File: src/rtl/core/erpd_ram.sv
// Generic single-write, single-read RAM with a registered read port.
module erpd_ram #(
	parameter int WIDTH = 8,
	parameter int DEPTH = 16
) (
	input  logic                                 clk,
	input  logic                                 we,
	input  logic [((DEPTH > 1) ? $clog2(DEPTH) : 1)-1:0] waddr,
	input  logic [WIDTH-1:0]                     wdata,
	input  logic                                 re,
	input  logic [((DEPTH > 1) ? $clog2(DEPTH) : 1)-1:0] raddr,
	output logic [WIDTH-1:0]                     rdata
);

	logic [WIDTH-1:0] mem [DEPTH];

	always_ff @(posedge clk) begin
		if (we) begin
			mem[waddr] <= wdata;
		end
		if (re) begin
			rdata <= mem[raddr];
		end
	end

endmodule

File: config.mk
export PLATFORM = sky130hd
export DESIGN_NAME = erpd_ram
export DESIGN_NICKNAME = d
export VERILOG_FILES = /design/src/rtl/core/erpd_ram.sv
export SDC_FILE = /design/constraint.sdc
export NUM_CORES = 1
export LEC_CHECK = 0
export ABC_AREA = 1
export BUFFER_PORTS_ARGS = -buffer_cell sky130_fd_sc_hd__buf_4
export CORE_MARGIN = 1
export CORE_UTILIZATION = 30
export CTS_CLUSTER_DIAMETER = 50
export DETAILED_ROUTE_END_ITERATION = 8
export GPL_ROUTABILITY_DRIVEN = 0
export PLACE_DENSITY = 0.52
export SLEW_MARGIN = 20
export SYNTH_ARGS = -nofsm -noshare
export SYNTH_HDL_FRONTEND = slang
export SYNTH_SLANG_ARGS = --single-unit
File: constraint.sdc
create_clock -name clk -period 1.3 [get_ports clk]
set_input_delay 0.195 -clock clk [delete_from_list [all_inputs] [get_ports clk]]
set_output_delay 0.195 -clock clk [all_outputs]
set_load 0.05 [all_outputs]
==> summary.md, run 1 <==
| Metric | Value |
|---|---|
| Status | finished clean |
| WP data required | 1110 ps |
| Cell Area, Synth | 0.00585 mm² |
| Total power | 10.1 mW |
| Synth top area share | 69.8% |
| CP max stage cell | edfxtp_1 |
| Vias in the first global route | 3825 |
| Initial core utilization | 30.9% |
| Clk_skew | 5.85 ps |
| Fin. Hold Viols | 0 |
| CP max stage delay | 410 ps |
| # fillers | 1885 |
| Critical Path Fanout Max | 1 |
| Synthesized instance count | 551 |
| Core footprint | 0.0189 mm² |
| Min-Delay Path Class | input port to flip-flop |
| Yosys reg bits | 136 |
| R2R depth | 6 |
| VDD IR-drop max | 0.809 mV |
| Max Slew Vio Count | 0 |
| I/O pins | 27 |
| Ant diodes | 0 |
| Net Count, Synth | 570 |
| WP buf/inv | 1 |
| DP Worst Slack | -163 ps |
| GR Overflow Total | 0 |
| Critical path endpoint category | primary output |
| EDFF count, synth | 136 |
| CTS Hold Bufs | 0 |
| First-pass GRT wire length | 21000 µm |
| Hold WS | 70.4 ps |
| Share of cells above drive strength 1 | 12.7% |
| Post-CTS Setup Repair Bufs | 0 |
| Worst setup SP type | flip-flop |
| Clock slew at reported path FFs | 60 ps |
| H-tree depth | 4 |
| Relative slew margins | 57.5% |
| Fmax | 808 MHz |
| Crit-path leading delay family | flip-flops |
| Die Ht | 142 µm |
| Cell variety after synth | 11 |
| ANT nets after route | 0 |
| Fin crit period | 1240 ps |
| Pin count of the biggest net entering global routing | 65 |
| DR iter-0 viols | 294 |
| WS Path Type | flip-flop to primary output |
| DIE AREA | 0.0201 mm² |
| Worst Path Arrival | 1040 ps |
| Post-route setup slack | 61.6 ps |
| Finished Cell Area | 0.00697 mm² |
| P_leak | 2.95 nW |
| Initial antenna violation count | 0 |
| Routed WL | 13300 µm |
| Top-count cell post-synth | nand2_1 |
| Clock Root Buffer | clkbuf_16 |
| Synth warnings | 0 |
| Tightest Pin Transition | 637 ps |
| Asr flop ratio synth | 0% |
| WP depth | 1 |
| Mapped Avg Cell Area | 10.6 µm² |
| Most frequent cells after synthesis | 173 x nand2_1, 136 x edfxtp_1, 100 x inv_1 |
| Placed insts | 837 |
| Total Routing Usage GR | 14.5% |
| Endpoints failing setup | 0 |
| Vias | 3785 |
| Routed len/inst | 15.4 µm |
| Hold depth | 1 |
| FP Rows | 50 |
| Placement-stage cell area | 0.00642 mm² |
| RSZ-0062 raised after global routing | false |
| Sink Count | 136 |
| Drt first pass iters | 4 |
| Final nets | 615 |
| CP cell instances | buf_4 |
| Layout Area Growth over Synthesis | 19.1% |
| CTS Buf Count | 17 |
| Clock latency on the worst-skew pair | 420 ps |
| TritonCTS clock tree | done |
| Most used DFF post-synth | edfxtp_1 |
| Number of vias per cell | 4.36 |
| Dpl hpwl | 8490 µm |
| PD cells | 1450 mW/mm² |
| Fin crit share | 95.3% |
| Reg-to-reg slack, setup | 150 ps |
| Post-synthesis sequential area ratio | 69.8% |
| Max capacitance violation total | 0 |
| Input/output buffers | 26 |
| Cell Count, Final, Fillers Out | 868 |
| Area contributors post-synth | edfxtp_1 70%, nand2_1 11%, nand3_1 8.3% |
| Clock tree buffer depth | 2 |
| Die width | 142 µm |
| Residual DRC | 0 |
| Cell accounting for the most synthesized area | edfxtp_1 |
==> layout make-up <==
class | count | area, µm² | area share [%]
Tap cell | 260 | 325 | 4.67
Clock buffer | 18 | 429 | 6.16
Multi-Input combinational cell | 289 | 1220 | 17.5
Clock inverter | 13 | 113 | 1.62
Inverter | 102 | 383 | 5.50
Sequential cell | 136 | 4080 | 58.6
Timing Repair Buffer | 50 | 413 | 5.93
==> worst register-to-register path: stages, from the launching register on <==
cell	delay, ps
edfxtp_1	360
inv_1	60
nand2_1	60
nand3_1	70
nand3_1	110
nand3_1	160
nand2_1	80
==> sequential cells by signal, indices dropped and copies added, names as in the netlist <==
| signal | cells |
|---|---|
| mem | 128 |
| rdata | 8 |
==> per-layer routing <==
layer / global-route usage (%) / wire [µm] / up-vias / share of wire (%)
met1: 17.6 / 6000 / 1816 / 45
li1: - / - / 1869 / -
met3: 3.61 / 508 / 18 / 3.8
met5: 0 / 0 / - / 0
met2: 24.4 / 6590 / 82 / 49
met4: 6.23 / 240 / 0 / 1.8
==> power breakdown <==
part           internal, mW  switching (mW)
registers              4.94          0.0281
logic                 0.214           0.497
clock network          2.75            1.67
==> kinds of logic after synthesis <==
logic type / Yosys count / share of synthesized area (%)
and+or+nand+nor: 289 / 20.8
DFF: 136 / 69.8
buffers and inverters: 126 / 9.39
==> path summary, 6_finish.rpt <==
path              start  endpoint
min                  re  rdata[6]
min reg2reg  mem[10][1]  rdata[1]
max reg2reg   mem[6][6]  rdata[6]
max            rdata[7]  rdata[7]
==> repair_timing <==
item	CTS	global route
hold endpoints to repair	0	0
gates resized for setup	0	1
setup endpoints to repair	0	1
==> stage by stage <==
stage	TNS [ps]	util, %
2_1_floorplan	0	-
3_3_place_gp	-964	34.0
3_5_place_dp	-992	34.0
4_1_cts	0	36.8
5_1_grt	0	36.9
6_report	0	36.9
==> placed cells by master (no fill, tap or decap) <==
cell        synthesis  routed
nand3b_1            2       2
clkinvlp_4          0       2
inv_2               2       2
inv_1             100     100
nand2_1           173     173
clkbuf_16           0      17
buf_12              0       3
clkbuf_1            0       1
nand3_2             0       1
bufinv_16           0       2
nand3_1            97      96
clkinv_1            0       6
edfxtp_1          136     136
nor2_1             17      17
clkinv_2            0       3
buf_4               4      47
Note: power is estimated with default switching activity, not from simulation.
==> run 2: changes to the inputs <==
Clock period 1.3 ns to 1.2 ns, I/O delays scaled along.
==> summary.md, run 2 (same netlist as run 1, synthesis figures left out) <==
| Metric | Value |
|---|---|
| Status | finished, violations left |
| Failing checks | negative setup slack |
| CP cell instances | buf_6 |
| Worst Path Arrival | 1040 ps (about the same) |
| Reg2reg start | mem[1][3] |
| Pin count of the biggest net entering global routing | 65 (unchanged) |
| Worst setup SP type | flip-flop |
| Drt first pass iters | 4 (unchanged) |
| Largest register FFs | 128 (unchanged) |
| Sw Share | 22.5% (+0.76 points) |
| Crit-path leading delay family | flip-flops |
| Clock Root Buffer | clkbuf_16 |
| Critical Path Fanout Max | 1 (unchanged) |
| Critical path endpoint category | primary output |
| Fin. Hold Viols | 0 (unchanged) |
| Endpoints failing setup | 1 (+1) |
| Initial antenna violation count | 0 (unchanged) |
| VDD IR-drop max | 0.882 mV (+9.1%) |
| TNS Setup | -17.5 ps (-17.5 ps) |
| RSZ-0062 raised after global routing | true |
| Total Routing Usage GR | 14.5% (+0.059 points) |
| Layout Area Growth over Synthesis | 21.5% |
| Most flops, register | mem |
| Top Registers | mem: 128 flops, rdata: 8 flops |
| Finished Cell Area | 0.00710 mm² (+2.0%) |
| WHS Endpoint | rdata[5] |
| Hold depth | 1 (unchanged) |
| ANT nets after route | 0 (unchanged) |
| Clk pwr share | 44.3% (+0.6 points) |
| Clock tree buffer depth | 2 (unchanged) |
| Clk_skew | 10.1 ps (+4.29 ps) |
| PD cells | 1570 mW/mm² (+8.0%) |
| Net switching power | 2.50 mW (+14%) |
| Dpl hpwl | 8730 µm (+2.8%) |
| DIE AREA | 0.0201 mm² (unchanged) |
| WP data required | 1020 ps (-90 ps) |
| CTS Buf Count | 17 (unchanged) |
| Die Ht | 142 µm (unchanged) |
| TritonCTS clock tree | done |
| FP Rows | 50 (unchanged) |
| CP max stage delay | 440 ps (+30 ps) |
| Number of vias per cell | 4.33 (-0.75%) |
| Max capacitance violation total | 0 (unchanged) |
| Core footprint | 0.0189 mm² (unchanged) |
| Initial core utilization | 30.9% (unchanged) |
| Fin crit period | 1220 ps |
| Reg power frac | 48.4% (-0.8 points) |
| WS Path Type | flip-flop to primary output |
| Fin crit share | 101% |
| Int Power | 8.63 mW (+9.1%) |
| Hold WS | 55.7 ps (-14.7 ps) |
| Hold Startpoint | re |
| Most frequent cells in the layout | 173 x nand2_1, 136 x edfxtp_1, 100 x inv_1 |
| GR Overflow Total | 0 (unchanged) |
| DR iter-0 viols | 368 (+25%) |
| Input/output buffers | 26 (unchanged) |
| Clock slew at reported path FFs | 60 ps (about the same) |
| DP Worst Slack | -168 ps (-4.72 ps) |
| Sink Count | 136 (unchanged) |
| Logic pwr share | 7.3% (+0.3 points) |
| Placement-stage cell area | 0.00648 mm² (+0.94%) |
| WP buf/inv | 1 (unchanged) |
| Routed WL | 13300 µm (-0.16%) |
| Clock latency on the worst-skew pair | 420 ps (about the same) |
| Share of cells above drive strength 1 | 15.0% (+2.4 points) |
| Residual DRC | 0 (unchanged) |
| Vias in the first global route | 3760 (-1.7%) |
| Die width | 142 µm (unchanged) |
| Leading cell type in the layout, fill and taps excluded | nand2_1 |
| Relative slew margins | 77.8% (+20 points) |
| Post-route setup slack | -17.5 ps (-79.1 ps) |
| Min-Delay Path Class | input port to flip-flop |
| Routed len/inst | 15.3 µm (-0.62%) |
| Post-CTS Setup Repair Bufs | 0 (unchanged) |
| Fmax | 821 MHz |
| CTS Hold Bufs | 0 (unchanged) |
| Reg-to-reg slack, setup | 80 ps (-70 ps) |
| H-tree depth | 4 (unchanged) |
| R2R depth | 6 (unchanged) |
| Post_cts resized | 5 (+5) |
| CP max stage cell | edfxtp_1 |
| Max Slew Vio Count | 0 (unchanged) |
| First-pass GRT wire length | 21100 µm (+0.33%) |
| Reg-to-reg endpoint | rdata[3] |
| Vias | 3774 (-0.29%) |
| P_leak | 3.00 nW (+1.7%) |
| Tightest Pin Transition | 333 ps (-304 ps) |
| I/O pins | 27 (unchanged) |
| Final nets | 618 (+0.49%) |
| Ant diodes | 0 (unchanged) |
==> run 2: cell types whose count changed in the layout (fill, tap and decap cells not counted) <==
cell        delta
clkinvlp_4     +3
buf_6          +5
nand3_2        +8
clkbuf_1       -1
buf_4          -5
nand3_1        -8
clkinv_1       -2
buf_12         +3
clkinv_4       +1
==> run 2: worst max path at each step <==
stage / startpoint / to / slack, ps / depth (start not counted)
6_report: rdata[2] / rdata[2] / -20 / 1
5_1_grt: rdata[2] / rdata[2] / -40 / 1
4_1_cts: rdata[2] / rdata[2] / -20 / 1
3_5_place_dp: raddr[0] / rdata[6] / -170 / 7
3_3_place_gp: raddr[0] / rdata[3] / -160 / 10
2_1_floorplan: waddr[3] / mem[4][0] / 70 / 2
==> run 2: power by group through the flow <==
stage | Sequential (mW) | Combinational [mW] | Clock (mW)
finish | 5.39 | 0.810 | 4.93
floorplan | 5.56 | 0.375 | 0
CTS | 5.39 | 0.809 | 5.01
global placement | 5.48 | 0.793 | 0
detailed placement | 5.48 | 0.798 | 0
global route | 5.39 | 0.892 | 5.18
==> run 2: cell type report <==
cell class / count / area, µm²
clock inverter: 15 / 136
multi-input combinational: 289 / 1260
timing repair buffer: 53 / 492
sequential: 136 / 4080
inverter: 102 / 383
tap: 260 / 325
fill: 1880 / 11800
clock buffer: 17 / 425
==> run 2: layer usage <==
metal  wire, µm  track usage, %
met5          0               0
met2       6600            24.5
met3        598            2.70
met1       5930            18.2
met4        199            6.45
==> run 2: stage by stage <==
stage / power [mW] / cells / util, %
floorplan: 5.93 / 551 / -
global placement: 6.28 / 840 / 34.3
detailed placement: 6.28 / 840 / 34.3
CTS: 11.2 / 872 / 37.4
global route: 11.5 / 872 / 37.6
finish: 11.1 / 872 / 37.6
